--- src/hw/rtl/lcdmt_pkg.sv ---
// ---------------------------------------------------------------------------
// lcdmt_pkg: shared definitions for the display mode timing block
// Mode codes, phase lengths, register indexes and enable bit positions.
// ---------------------------------------------------------------------------
package lcdmt_pkg;

   // Extra dots spent in pixel transfer, taken back from hblank (0 to 117).
   localparam int TRANSFER_EXTRA = 30;

   localparam int DOT_W   = 9;
   localparam int LINE_W  = 8;
   localparam int CSR_IDX_W = 4;
   localparam int CSR_DATA_W = 8;
   localparam int EN_W    = 4;

   // Phase lengths in dots.
   localparam logic [DOT_W-1:0] OAM_DOTS      = DOT_W'(80);
   localparam logic [DOT_W-1:0] TRANSFER_DOTS = DOT_W'(172 + TRANSFER_EXTRA);
   localparam logic [DOT_W-1:0] HBLANK_DOTS   = DOT_W'(204 - TRANSFER_EXTRA);
   localparam logic [DOT_W-1:0] LINE_DOTS     = DOT_W'(456);

   localparam logic [LINE_W-1:0] VISIBLE_LINES = LINE_W'(144);
   localparam logic [LINE_W-1:0] TOTAL_LINES   = LINE_W'(154);

   // Display modes as they appear on the result channel.
   typedef enum logic [1:0] {
      MODE_HBLANK   = 2'd0,
      MODE_VBLANK   = 2'd1,
      MODE_OAM      = 2'd2,
      MODE_TRANSFER = 2'd3
   } lcd_mode_type;

   // Register indexes on the configuration port.
   localparam logic [CSR_IDX_W-1:0] REG_LINE_COMPARE = CSR_IDX_W'(0);
   localparam logic [CSR_IDX_W-1:0] REG_STAT_ENABLES = CSR_IDX_W'(1);

   // Bit positions in the STAT interrupt enable register.
   localparam int EN_HBLANK_BIT = 0;
   localparam int EN_VBLANK_BIT = 1;
   localparam int EN_OAM_BIT    = 2;
   localparam int EN_MATCH_BIT  = 3;

endpackage

--- src/hw/rtl/lcd_mode_timing.sv ---
// ---------------------------------------------------------------------------
// lcd_mode_timing: dot-driven display mode sequencer
// Steps OAM scan, pixel transfer, hblank and vblank per dot, tracks the
// line-compare flag and raises STAT, vblank, line-done and frame-done pulses.
// ---------------------------------------------------------------------------
//
//   Channel   Direction  Handshake            Payload
//   req_      in         req_valid/req_ready  advance
//   rsp_      out        rsp_valid/rsp_ready  mode, line, coincidence, pulses
//   csr_      in         csr_valid/csr_ready  index, data
//
// Every accepted beat produces one result beat in the next cycle; one beat per
// cycle is sustained while results are read, set by the single next-state
// pass from the state registers into the result register. A new beat is
// taken while the result register is empty or is being read in the same
// cycle. Reset is synchronous and returns the sequencer to line 0 in OAM scan
// with registers cleared. The configuration port is always ready.

module lcd_mode_timing (
   input  logic                           clock,
   input  logic                           reset,
   input  logic                           req_valid,
   output logic                           req_ready,
   input  logic                           req_advance,
   output logic                           rsp_valid,
   input  logic                           rsp_ready,
   output logic [1:0]                     rsp_lcd_mode,
   output logic [lcdmt_pkg::LINE_W-1:0]   rsp_current_line,
   output logic                           rsp_coincidence,
   output logic                           rsp_stat_irq,
   output logic                           rsp_vblank_irq,
   output logic                           rsp_line_done,
   output logic                           rsp_frame_done,
   input  logic                           csr_valid,
   output logic                           csr_ready,
   input  logic [lcdmt_pkg::CSR_IDX_W-1:0]  csr_index,
   input  logic [lcdmt_pkg::CSR_DATA_W-1:0] csr_data
);
   import lcdmt_pkg::*;

   // Configuration registers.
   logic [LINE_W-1:0] line_compare_ff;
   logic [EN_W-1:0]   enables_ff;

   // Sequencer state.
   lcd_mode_type      mode_ff, mode_in;
   logic [DOT_W-1:0]  dot_ff, dot_in, dot_inc;
   logic [LINE_W-1:0] line_ff, line_in, line_inc;
   logic              match_flag_ff, match_flag_in;
   logic              match_fired_ff, match_fired_in;

   // Result register.
   logic              rsp_valid_ff;
   lcd_mode_type      rsp_mode_ff;
   logic [LINE_W-1:0] rsp_line_ff;
   logic              rsp_coin_ff, rsp_stat_ff, rsp_vbl_ff, rsp_ldone_ff, rsp_fdone_ff;

   // Per-dot pulses and the line check request.
   logic              accept;
   logic              stat_src, vblank_pulse, line_pulse, frame_pulse;
   logic              check_en, match_pulse;
   logic [LINE_W-1:0] check_line;

   assign accept    = req_valid && req_ready;
   assign req_ready = !rsp_valid_ff || rsp_ready;
   assign csr_ready = 1'b1;

   assign dot_inc  = dot_ff + DOT_W'(1);
   assign line_inc = line_ff + LINE_W'(1);

   // Mode sequencing: counters, mode edges and the edge-driven STAT sources.
   always_comb begin
      mode_in      = mode_ff;
      dot_in       = dot_ff;
      line_in      = line_ff;
      stat_src     = 1'b0;
      vblank_pulse = 1'b0;
      line_pulse   = 1'b0;
      frame_pulse  = 1'b0;
      check_en     = 1'b0;
      check_line   = line_ff;
      if (req_advance) begin
         dot_in = dot_inc;
         unique case (mode_ff)
            MODE_OAM: begin
               if (dot_inc >= OAM_DOTS) begin
                  dot_in   = '0;
                  mode_in  = MODE_TRANSFER;
                  check_en = 1'b1;
               end
            end
            MODE_TRANSFER: begin
               if (dot_inc >= TRANSFER_DOTS) begin
                  dot_in   = '0;
                  mode_in  = MODE_HBLANK;
                  stat_src = enables_ff[EN_HBLANK_BIT];
                  check_en = 1'b1;
               end
            end
            MODE_HBLANK: begin
               if (dot_inc >= HBLANK_DOTS) begin
                  dot_in     = '0;
                  line_in    = line_inc;
                  line_pulse = 1'b1;
                  check_en   = 1'b1;
                  check_line = line_inc;
                  if (line_inc == VISIBLE_LINES) begin
                     mode_in      = MODE_VBLANK;
                     vblank_pulse = 1'b1;
                     stat_src     = enables_ff[EN_VBLANK_BIT];
                  end else begin
                     mode_in  = MODE_OAM;
                     stat_src = enables_ff[EN_OAM_BIT];
                  end
               end
            end
            MODE_VBLANK: begin
               if (dot_inc >= LINE_DOTS) begin
                  dot_in     = '0;
                  line_in    = line_inc;
                  check_en   = 1'b1;
                  check_line = line_inc;
                  if (line_inc == TOTAL_LINES) begin
                     line_in     = '0;
                     check_line  = '0;
                     mode_in     = MODE_OAM;
                     frame_pulse = 1'b1;
                     stat_src    = enables_ff[EN_OAM_BIT];
                  end
               end
            end
            default: begin
               mode_in = mode_ff;
            end
         endcase
      end
   end

   // Line check: the coincidence flag and the one-shot line match interrupt.
   always_comb begin
      match_flag_in  = match_flag_ff;
      match_fired_in = match_fired_ff;
      match_pulse    = 1'b0;
      if (check_en) begin
         if (check_line != line_compare_ff) begin
            match_flag_in  = 1'b0;
            match_fired_in = 1'b0;
         end else begin
            match_flag_in = 1'b1;
            if (enables_ff[EN_MATCH_BIT] && !match_fired_ff) begin
               match_fired_in = 1'b1;
               match_pulse    = 1'b1;
            end
         end
      end
   end

   // Configuration writes; indexes beyond the register list are dropped.
   always_ff @(posedge clock) begin
      if (reset) begin
         line_compare_ff <= '0;
         enables_ff      <= '0;
      end else if (csr_valid && csr_ready) begin
         if (csr_index == REG_LINE_COMPARE) begin
            line_compare_ff <= csr_data;
         end else if (csr_index == REG_STAT_ENABLES) begin
            enables_ff <= csr_data[EN_W-1:0];
         end
      end
   end

   // Sequencer state advances once per accepted beat.
   always_ff @(posedge clock) begin
      if (reset) begin
         mode_ff        <= MODE_OAM;
         dot_ff         <= '0;
         line_ff        <= '0;
         match_flag_ff  <= 1'b0;
         match_fired_ff <= 1'b0;
      end else if (accept) begin
         mode_ff        <= mode_in;
         dot_ff         <= dot_in;
         line_ff        <= line_in;
         match_flag_ff  <= match_flag_in;
         match_fired_ff <= match_fired_in;
      end
   end

   // Result valid: set on an accepted beat, cleared when the beat is taken.
   always_ff @(posedge clock) begin
      if (reset) begin
         rsp_valid_ff <= 1'b0;
      end else if (accept) begin
         rsp_valid_ff <= 1'b1;
      end else if (rsp_ready) begin
         rsp_valid_ff <= 1'b0;
      end
   end

   // Result payload, loaded with the state after the step.
   always_ff @(posedge clock) begin
      if (accept) begin
         rsp_mode_ff  <= mode_in;
         rsp_line_ff  <= line_in;
         rsp_coin_ff  <= match_flag_in;
         rsp_stat_ff  <= stat_src || match_pulse;
         rsp_vbl_ff   <= vblank_pulse;
         rsp_ldone_ff <= line_pulse;
         rsp_fdone_ff <= frame_pulse;
      end
   end

   assign rsp_valid        = rsp_valid_ff;
   assign rsp_lcd_mode     = rsp_mode_ff;
   assign rsp_current_line = rsp_line_ff;
   assign rsp_coincidence  = rsp_coin_ff;
   assign rsp_stat_irq     = rsp_stat_ff;
   assign rsp_vblank_irq   = rsp_vbl_ff;
   assign rsp_line_done    = rsp_ldone_ff;
   assign rsp_frame_done   = rsp_fdone_ff;

endmodule

--- config.mk ---
export PLATFORM = sky130hd
export DESIGN_NAME = lcd_mode_timing
export DESIGN_NICKNAME = d
export VERILOG_FILES = /design/src/hw/rtl/lcdmt_pkg.sv /design/src/hw/rtl/lcd_mode_timing.sv
export SDC_FILE = /design/constraint.sdc
export NUM_CORES = 1
export LEC_CHECK = 0
export BUFFER_PORTS_ARGS = -buffer_cell sky130_fd_sc_hd__buf_4
export CAP_MARGIN = 20
export CORE_ASPECT_RATIO = 0.9
export CORE_MARGIN = 1
export CORE_UTILIZATION = 50
export CTS_CLUSTER_SIZE = 40
export DETAILED_ROUTE_END_ITERATION = 10
export PLACE_DENSITY = 0.7
export SLEW_MARGIN = 10
export SYNTH_ARGS = -nofsm -noshare
export SYNTH_HDL_FRONTEND = slang
export SYNTH_SLANG_ARGS = --single-unit
--- constraint.sdc ---
create_clock -name clock -period 8.5 [get_ports clock]
set_input_delay 0.425 -clock clock [delete_from_list [all_inputs] [get_ports clock]]
set_output_delay 0.425 -clock clock [all_outputs]
set_load 0.01 [all_outputs]
==> results of run 1 <==
-- worst min-delay path by stage --
stage / endpoint / depth (start not counted) / from / slack, ns
2_1_floorplan: enables_ff[2]$_SDFFE_PP0P_ / 2 / enables_ff[2]$_SDFFE_PP0P_ / 0.45
3_3_place_gp: match_flag_ff$_SDFFE_PP0P_ / 2 / match_flag_ff$_SDFFE_PP0P_ / 0.47
3_5_place_dp: enables_ff[1]$_SDFFE_PP0P_ / 2 / enables_ff[1]$_SDFFE_PP0P_ / 0.50
4_1_cts: line_compare_ff[5]$_SDFFE_PP0P_ / 3 / csr_data[5] / 0.35
5_1_grt: line_compare_ff[4]$_SDFFE_PP0P_ / 3 / csr_data[4] / 0.36
6_report: line_compare_ff[5]$_SDFFE_PP0P_ / 3 / csr_data[5] / 0.35
-- critical path, stage by stage, from the launching register on --
cell and delay [ns]:
dfxtp_1 0.55, ha_1 0.52, nand4_4 0.21, o2bb2ai_1 0.23
a32oi_2 0.12, nor4_4 0.56, o21ai_4 0.20, a2111oi_4 0.48
xor2_1 0.12, nand4bb_2 0.34, o31ai_1 0.32
-- power by group through the flow --
| stage | Clock (W) | Sequential (W) | Combinational (W) |
|---|---|---|---|
| finish | 0.000200 | 0.000255 | 0.0000543 |
| floorplan | 0 | 0.000259 | 0.0000329 |
| CTS | 0.000202 | 0.000255 | 0.0000539 |
| detailed placement | 0 | 0.000260 | 0.0000536 |
| global placement | 0 | 0.000260 | 0.0000527 |
| global route | 0.000214 | 0.000256 | 0.0000589 |
-- cell type report --
| type | count | area share, % |
|---|---|---|
| inverters | 15 | 1.55 |
| multi-input cells | 287 | 53.3 |
| repair buffers | 35 | 7.23 |
| clock buffers | 5 | 1.89 |
| clock inverters | 3 | 1.89 |
| well taps | 87 | 2.99 |
| flip-flops and latches | 49 | 31.1 |
-- per-layer routing --
metal | track usage (%) | share of wire (%)
met5 | 0 | 0
met4 | 5.08 | 0.84
met3 | 3.79 | 6.4
met2 | 33.4 | 42
met1 | 37.0 | 51
-- cell usage in the layout, fill, tap and decap left out, types with 5 or more instances in the layout --
cell type,synthesis,final
nor2_1,51,51
nand2_1,39,39
dfxtp_1,34,34
buf_4,5,34
a21oi_1,19,19
mux2i_1,15,15
edfxtp_1,15,15
inv_1,14,14
nor3_1,12,12
o21ai_0,11,11
nand3_1,9,9
xnor2_1,9,9
and3_1,6,6
xor2_1,6,6
and3b_1,5,5
a211oi_1,5,5
nor2b_1,5,5
clkbuf_8,0,5
-- per-stage QoR --
stage          total power [W]  util, %  cells
2_1_floorplan         0.000292        -    378
3_3_place_gp          0.000313     56.1    472
3_5_place_dp          0.000314     56.1    472
4_1_cts               0.000511     58.4    480
5_1_grt               0.000529     58.5    481
6_report              0.000509     58.5    481
-- kinds of logic after synthesis --
group	Yosys count	synth area share, %
XOR/XNOR	16	4.52
buffers and inverters	42	6.24
other	1	0.115
AO/OA/AOI/OAI	88	21.5
multiplexers	17	5.29
adder cells (fa/ha/maj)	4	1.53
AND/OR/NAND/NOR	161	26.2
flip-flops	49	34.6
-- sequential cells by signal, indices dropped and copies added (netlist names), 2 cells and up --
| name | flops |
|---|---|
| line_ff | 8 |
| rsp_lcd_mode | 2 |
| rsp_current_line | 8 |
| line_compare_ff | 8 |
| enables_ff | 4 |
| mode_ff | 2 |
| dot_ff | 9 |
==> run_results.csv, run 1 <==
group,metric,value,unit
critical_path,cp-endpoint,"rsp_stat_irq$_DFFE_PP_",
timing,max_freq,261,MHz
critical_path,cp.arrival,3.95,ns
clock_network,cts_setup_buffers,0,
drt,drtIter0Drc,220,
placed_design,io_buffer_count,34,
finish,finalInstanceArea,3630,um2
finish,syn_to_final_growth,11.3,%
clock_network,worstSkewPairLatency,0.30,ns
critical_path,critical_path_class,"flop to flop",
floorplanning,die_y,78.7,um
critical_path,r2r_setup_slack,4.66,ns
flow_run,drv_cap,0,
timing,period_needed,3.84,ns
global_route,grt_antenna_before_repair,0,
critical_path,timing.rr.end,"rsp_stat_irq$_DFFE_PP_",
drt,ant_nets,0,
critical_path,worstSetupStartpointType,"flop",
power_and_ir_drop,p_switching,0.000119,W
global_route,grt_max_degree,36,
clock_network,clockBufferDepth,2,
global_route,track_usage,23.6,%
timing,slew_viol_final,0,
finish,fin_nets,415,
drt,first_pass_iters,5,
logic_synthesis,synth-main-ff-cell,"dfxtp_1",
finish,final_layout_size_suffix_gt1_share,17.3,%
logic_synthesis,synth_top_area_share,20.8,%
floorplanning,start_util,52.6,%
drt,drcViolationCount,0,
clock_network,path_clk_slew,0.10,ns
drt,wirelength,7.95,mm
timing,final_hold_viol_count,0,
global_route,grt_pass1_vias,2458,
status,status,"finished, final reports clean",
logic_synthesis,syn_inst,378,
timing,max-slew-margin-rel,51.3,%
placed_design,place_ws,4.78,ns
power_and_ir_drop,p_leak,1.39,nW
power_and_ir_drop,power_frac_seq,50.1,%
clock_network,clock-sinks,49,
finish,diodes,0,
logic_synthesis,synth_most_common_cell,"nor2_1",
global_route,grt_overflow,0,
clock_network,holdBufCountCts,0,
clock_network,numCtsBuffers,5,
drt,dr_total_vias,2853,
power_and_ir_drop,clock_power_share,39.3,%
global_route,grt_pass1_wl,12.5,mm
timing,setup_tns,0,ns
logic_synthesis,synth-seq-area-share,34.6,%
logic_synthesis,ys_ff_latch,49,
finish,fill_cells,575,
timing,hold_ws,0.349,ns
logic_synthesis,synth_edf_count,15,
logic_synthesis,synth_fp_nets,400,
drt,wl_per_cell,16.5,um
finish,multi_input_comb_area,1940,um2
timing,rsz0062_at_grt,"no",
floorplanning,core,6220,um2
logic_synthesis,synthArstFlopShare,0,%
power_and_ir_drop,combPwrFrac,10.7,%
drt,via_per_inst,5.93,
logic_synthesis,synthTopCellsByArea,"dfxtp_1, edfxtp_1, nor2_1",
clock_network,ctsResizeCount,0,
floorplanning,io_pins,36,
timing,finalCritPeriodShare,45.1,%
placed_design,gp_congestion,0.921,
timing,skew,0.0110,ns
floorplanning,row_count,27,
critical_path,worstPathMaxFanout,13,
critical_path,regToRegStartpoint,"dot_ff[0]$_SDFFE_PP0P_",
finish,ff_latch_area,1130,um2
clock_network,cts_tree,"built",
power_and_ir_drop,switching_share,23.5,%
power_and_ir_drop,irDropWorstVdd,0.0971,mV
logic_synthesis,synth_cell_types,76,
floorplanning,fp.dieW,87.2,um
critical_path,worstSetupStartpoint,"dot_ff[0]$_SDFFE_PP0P_",
clock_network,htreeDepth,2,
min_path,hold_path_class,"primary input to flop",
timing,fin_ws,4.66,ns
power_and_ir_drop,power_density,140,nW/um2
critical_path,worstPathRequired,8.61,ns
logic_synthesis,mappedNetlistArea,3270,um2
placed_design,post_dp_cell_area,3490,um2
logic_synthesis,synth_commonest_cells,"nor2_1, nand2_1, dfxtp_1, a21oi_1",
placed_design,dp_hpwl,5.74,mm
critical_path,r2r_cells,10,
clock_network,cts-root-buf,"clkbuf_8",
floorplanning,dieArea,6860,um2
critical_path,setup.worst_path.end_class,"flop",
logic_synthesis,synth_largest_area_cell,"dfxtp_1",
timing,setup_viol,0,
power_and_ir_drop,internal-power,0.000390,W
timing,worst_pin_slew,0.726,ns
logic_synthesis,avgSynthCellArea,8.64,um2
logic_synthesis,yosys_warnings,0,
No activity file was read; power rests on OpenSTA's default activity.
==> run 2, diff against run 1 <==
--- a/config.mk
+++ b/config.mk
@@ -12,7 +12,7 @@
 export CORE_UTILIZATION = 50
 export CTS_CLUSTER_SIZE = 40
 export DETAILED_ROUTE_END_ITERATION = 10
-export PLACE_DENSITY = 0.7
+export PLACE_DENSITY = 0.72
 export SLEW_MARGIN = 10
 export SYNTH_ARGS = -nofsm -noshare
 export SYNTH_HDL_FRONTEND = slang
==> constraint.sdc (replaced) <==
create_clock -name clock -period 3.15 [get_ports clock]
set_input_delay 0.1575 -clock clock [delete_from_list [all_inputs] [get_ports clock]]
set_output_delay 0.1575 -clock clock [all_outputs]
set_load 0.01 [all_outputs]
==> run 2 against run 1 <==
Compared with the run above:
- utilization grew 9.1 points
- worst setup slack worse by 4.6 ns
- first-iteration DRC count is 54% higher
- worst hold slack got worse by 0.27 ns
- sequential share of layout area down 4.0 points
- sequential cell count unchanged
- non-clock buffer count rose by 52
- highest routed layer unchanged
==> run_results.csv, run 2 (synthesis results as in run 1) <==
group,metric,value,unit
timing,max_freq,325,MHz
timing,hold_ws,0.0780,ns
floorplanning,io_pins,36,
finish,final_cell_mix,"buf_4, nor2_1, nand2_1",
timing,rsz0062_at_grt,"yes",
power_and_ir_drop,internal-power,0.000994,W
floorplanning,dieArea,6860,um2
placed_design,dp_hpwl,6.41,mm
finish,fin_cells,533,
clock_network,clockBufferDepth,2,
finish,largest_register,"dot_ff",
clock_network,path_clk_slew,0.09,ns
drt,first_pass_iters,5,
power_and_ir_drop,combPwrFrac,14.1,%
drt,ant_nets,0,
placed_design,placed_cells,518,
floorplanning,core,6220,um2
placed_design,gp_congestion,0.983,
global_route,grt_pass1_vias,2663,
power_and_ir_drop,power_density,314,nW/um2
timing,setup_tns,0,ns
clock_network,worstSkewPairLatency,0.31,ns
timing,period_needed,3.08,ns
drt,drtIter0Drc,338,
timing,setup_viol,0,
clock_network,numCtsBuffers,5,
timing,skew,0.00929,ns
drt,drcViolationCount,0,
drt,dr_total_vias,3103,
finish,utilization,67.6,%
timing,finalCritPeriodShare,97.7,%
power_and_ir_drop,clock_power_share,34.2,%
power_and_ir_drop,p_switching,0.000326,W
clock_network,clock-sinks,49,
clock_network,cts-root-buf,"clkbuf_8",
global_route,grt_antenna_before_repair,0,
floorplanning,fp.dieW,87.2,um
finish,fin_nets,467,
power_and_ir_drop,p_leak,1.69,nW
finish,syn_to_final_growth,28.6,%
finish,largest_reg_flops,9,
clock_network,cts_tree,"built",
global_route,grt_overflow,0,
finish,final_layout_size_suffix_gt1_share,33.0,%
critical_path,cp.arrival,3.21,ns
drt,wl_per_cell,16.5,um
flow_run,drv_cap,0,
status,status,"finished, final reports clean",
floorplanning,row_count,27,
timing,slew_viol_final,0,
power_and_ir_drop,power_frac_seq,51.7,%
global_route,grt_pass1_wl,13.4,mm
floorplanning,die_y,78.7,um
global_route,track_usage,25.3,%
critical_path,critical_path_class,"flop to flop",
placed_design,io_buffer_count,34,
drt,wirelength,8.78,mm
critical_path,worstSetupStartpointType,"flop",
power_and_ir_drop,switching_share,24.7,%
finish,diodes,0,
critical_path,worstPathMaxFanout,12,
floorplanning,start_util,52.6,%
drt,via_per_inst,5.82,
critical_path,worstPathRequired,3.29,ns
power_and_ir_drop,irDropWorstVdd,0.201,mV
critical_path,setup.worst_path.end_class,"flop",
global_route,grt_max_degree,36,
min_path,hold_path_class,"primary input to flop",
clock_network,htreeDepth,2,
timing,final_hold_viol_count,0,
finish,final_common_cell,"buf_4",
-- run 2: cell count changes in the layout (fill, tap and decap cells not counted), moves of 3 or more --
cell and change:
buf_4 +48, dfxtp_1 -6, dfxtp_2 +6, buf_6 +4, o21ai_0 -3
-- run 2: timing repair --
| item | CTS | global route |
|---|---|---|
| gates resized for setup | 5 | 38 |
| pin swaps | 3 | 16 |
| setup endpoints to repair | 2 | 3 |
| gates cloned | 0 | 0 |
| buffers inserted | 2 | 5 |
| hold buffers | 0 | 0 |
-- run 2: metrics by stage --
step / power (W) / instance area (um2) / setup WS, ns
finish: 0.00132 / 4200 / 0.0739
global route: 0.00136 / 4200 / -0.0857
global placement: 0.000862 / 3850 / -0.00699
CTS: 0.00131 / 4000 / 0.00628
floorplan: 0.000789 / 3270 / 0.218
detailed placement: 0.000863 / 3850 / -0.138
-- run 2: final timing paths --
check,slack [ns],cells after the start,end,from
worst max-delay path,0.07,12,rsp_stat_irq$_DFFE_PP_,dot_ff[0]$_SDFFE_PP0P_
worst min-delay path,0.08,3,line_compare_ff[7]$_SDFFE_PP0P_,csr_data[7]
worst max register to register,0.07,12,rsp_stat_irq$_DFFE_PP_,dot_ff[0]$_SDFFE_PP0P_
worst min register to register,0.50,2,match_flag_ff$_SDFFE_PP0P_,match_flag_ff$_SDFFE_PP0P_
-- run 2: power groups by stage --
| stage | sequential [W] | clock, W | combinational, W |
|---|---|---|---|
| final | 0.000682 | 0.000452 | 0.000186 |
| after global routing | 0.000684 | 0.000477 | 0.000201 |
| after CTS | 0.000680 | 0.000453 | 0.000173 |
| after detailed placement | 0.000695 | 0 | 0.000168 |
| after global placement | 0.000694 | 0 | 0.000168 |
| after floorplan | 0.000700 | 0 | 0.0000889 |
-- run 2: routing by layer --
metal / vias to the layer above / GRT usage [%] / part of all wire, %
met3: 12 / 3.47 / 6.8
met2: 136 / 35.0 / 42
met4: 0 / 6.39 / 1.4
met5: - / 0 / 0
met1: 1454 / 40.5 / 50
li1: 1501 / - / -
-- run 2: layout make-up --
cell class / instances / area, um2
clock inverter: 2 / 38.8
sequential: 49 / 1140
timing repair buffer: 87 / 681
tap: 87 / 109
clock buffer: 6 / 72.6
inverter: 15 / 56.3
multi-input combinational: 287 / 2100
fill: 524 / 2020
-- run 2: critical path, cell delays in order, from the launching register on --
cell and delay (ns):
dfxtp_2 0.35, buf_6 0.15, ha_4 0.27, o211a_1 0.16
nor3_2 0.05, a211oi_2 0.31, o211a_4 0.27, o21ai_4 0.11
a32o_2 0.29, a2111oi_4 0.37, nand4bb_4 0.19, buf_4 0.18
o31ai_1 0.23
==> run 3, diff against run 2 <==
--- a/config.mk
+++ b/config.mk
@@ -6,13 +6,14 @@
 export NUM_CORES = 1
 export LEC_CHECK = 0
 export BUFFER_PORTS_ARGS = -buffer_cell sky130_fd_sc_hd__buf_4
-export CAP_MARGIN = 20
+export CELL_PAD_IN_SITES_DETAIL_PLACEMENT = 0
+export CELL_PAD_IN_SITES_GLOBAL_PLACEMENT = 1
 export CORE_ASPECT_RATIO = 0.9
 export CORE_MARGIN = 1
-export CORE_UTILIZATION = 50
+export CORE_UTILIZATION = 40
 export CTS_CLUSTER_SIZE = 40
 export DETAILED_ROUTE_END_ITERATION = 10
-export PLACE_DENSITY = 0.72
+export PLACE_DENSITY_LB_ADDON = 0.1
 export SLEW_MARGIN = 10
 export SYNTH_ARGS = -nofsm -noshare
 export SYNTH_HDL_FRONTEND = slang
==> run 3 against run 2 <==
Compared with the run above:
- sequential power hardly changed
- total power shrank 6.9%
- first-iteration DRC count fell by 39%
- utilization shrank 15 points
- maximum frequency is 0.97% higher
- via count shrank 4.5%
- die area increased by 24%
- design area down 4.0%
- combinational power decreased by 4%
- register-to-register slack gained 0.03 ns
- highest routed layer unchanged
==> run_results.csv, run 3 (synthesis results as in run 1) <==
group,metric,value,unit
finish,final_common_cell,"buf_4",
drt,first_pass_iters,4,
clock_network,holdBufCountCts,0,
power_and_ir_drop,clock_power_share,29.8,%
drt,drcViolationCount,0,
clock_network,clockBufferDepth,2,
global_route,grt_max_degree,36,
clock_network,cts-root-buf,"clkbuf_8",
finish,final_cell_mix,"buf_4, nor2_1, nand2_1",
global_route,grt_antenna_before_repair,0,
finish,fin_nets,463,
global_route,busiest_layer,"met1",
clock_network,path_clk_slew,0.09,ns
floorplanning,dieArea,8530,um2
drt,dr_total_vias,2964,
clock_network,numCtsBuffers,5,
critical_path,critical_path_class,"flop to flop",
flow_run,drv_cap,0,
placed_design,io_buffer_count,34,
drt,via_per_inst,5.51,
power_and_ir_drop,power_frac_seq,55.6,%
floorplanning,fp.dieW,97.3,um
critical_path,worstPathMaxFanout,10,
global_route,track_usage,20.7,%
timing,final_hold_viol_count,0,
floorplanning,core,7730,um2
timing,max_freq,328,MHz
finish,final_layout_size_suffix_gt1_share,29.4,%
finish,largest_register,"dot_ff",
timing,slew_viol_final,0,
power_and_ir_drop,power.total,0.00123,W
global_route,grt_overflow,0,
floorplanning,die_y,87.7,um
drt,wl_per_cell,16.3,um
finish,syn_to_final_growth,23.5,%
power_and_ir_drop,p_switching,0.000323,W
timing,finalCritPeriodShare,96.7,%
drt,ant_nets,0,
power_and_ir_drop,irDropWorstVdd,0.173,mV
min_path,hold_path_class,"primary input to flop",
clock_network,cts_tree,"built",
power_and_ir_drop,p_leak,1.65,nW
timing,worst_pin_slew,0.544,ns
timing,rsz0062_at_grt,"yes",
finish,largest_reg_flops,9,
critical_path,worstPathRequired,3.29,ns
drt,wirelength,8.78,mm
critical_path,setup.worst_path.end_class,"flop",
timing,period_needed,3.05,ns
global_route,use_met1,31.0,%
global_route,grt_pass1_wl,13.9,mm
placed_design,dp_hpwl,6.58,mm
placed_design,gp_congestion,0.871,
floorplanning,row_count,30,
power_and_ir_drop,internal-power,0.000905,W
power_and_ir_drop,power_density,304,nW/um2
critical_path,cp.arrival,3.18,ns
floorplanning,io_pins,36,
timing,max-slew-margin-rel,63.6,%
timing,skew,0.00899,ns
global_route,grt_use_met2,30.6,%
clock_network,worstSkewPairLatency,0.30,ns
timing,setup_tns,0,ns
status,status,"finished, final reports clean",
power_and_ir_drop,combPwrFrac,14.6,%
global_route,grt_pass1_vias,2662,
power_and_ir_drop,switching_share,26.3,%
critical_path,worstSetupStartpointType,"flop",
drt,drtIter0Drc,207,
clock_network,htreeDepth,2,
timing,setup_viol,0,
finish,diodes,0,
global_route,grtUsageMet3,3.03,%
floorplanning,start_util,42.2,%
clock_network,clock-sinks,49,
## run 3: cell count changes in the layout (fill, tap and decap cells not counted), moves of 2 or more
cell / delta
buf_6: -4
clkinv_2: +2
dfxtp_1: +3
dfxtp_2: -3
ha_4: -2
## run 3: timing repair
item	4_1_cts	5_1_grt
pin swaps	2	11
resized for setup	5	15
endpoints found under the hold margin	0	0
buffers inserted	1	5
cloned	0	0
endpoints found under the setup margin	2	7
## run 3: path summary, 6_finish.rpt
kind | depth (start not counted) | slack [ns] | to | start
max reg2reg | 13 | 0.10 | rsp_stat_irq$_DFFE_PP_ | dot_ff[0]$_SDFFE_PP0P_
max | 13 | 0.10 | rsp_stat_irq$_DFFE_PP_ | dot_ff[0]$_SDFFE_PP0P_
min reg2reg | 2 | 0.50 | match_flag_ff$_SDFFE_PP0P_ | match_flag_ff$_SDFFE_PP0P_
min | 3 | 0.08 | line_compare_ff[6]$_SDFFE_PP0P_ | csr_data[6]
## run 3: final cells by class
type | instances | area (um2)
clock inverters | 3 | 17.5
flip-flops and latches | 49 | 1130
repair buffers | 83 | 623
fillers | 762 | 3700
clock buffers | 5 | 68.8
well taps | 96 | 120
inverters | 15 | 56.3
multi-input cells | 287 | 2010
## run 3: worst max-delay path, stage by stage (launching register included)
cell	delay, ns
dfxtp_1	0.34
ha_2	0.22
buf_4	0.18
and3_1	0.19
o21ai_1	0.15
nand2_2	0.12
nor4_4	0.27
buf_4	0.18
buf_4	0.11
nor2_1	0.07
o21a_1	0.23
a2111oi_4	0.39
nand4bb_4	0.19
o31ai_2	0.24
## run 3: power groups by stage
| stage | registers, W | clock network [W] | logic [W] |
|---|---|---|---|
| 5_1_grt | 0.000685 | 0.000400 | 0.000195 |
| 4_1_cts | 0.000683 | 0.000382 | 0.000170 |
| 2_1_floorplan | 0.000700 | 0 | 0.0000889 |
| 3_3_place_gp | 0.000697 | 0 | 0.000165 |
| 3_5_place_dp | 0.000697 | 0 | 0.000166 |
| 6_report | 0.000683 | 0.000366 | 0.000179 |
## run 3: metal layers
metal,up-vias,share of wire (%)
met5,-,0
met4,0,1.3
met3,11,5.4
met2,70,41
met1,1398,52
li1,1485,-
## run 3: stage by stage
step | hold slack (ns) | area (um2) | std cells | setup slack [ns] | util, %
floorplan | 0.287 | 3270 | 378 | 0.218 | -
global route | 0.0910 | 4030 | 538 | -0.0301 | 52.2
CTS | 0.0729 | 3940 | 533 | 0.00254 | 51.0
finish | 0.0797 | 4030 | 538 | 0.104 | 52.2
global placement | 0.393 | 3820 | 524 | -0.0385 | 49.4
detailed placement | 0.400 | 3820 | 524 | -0.0928 | 49.4
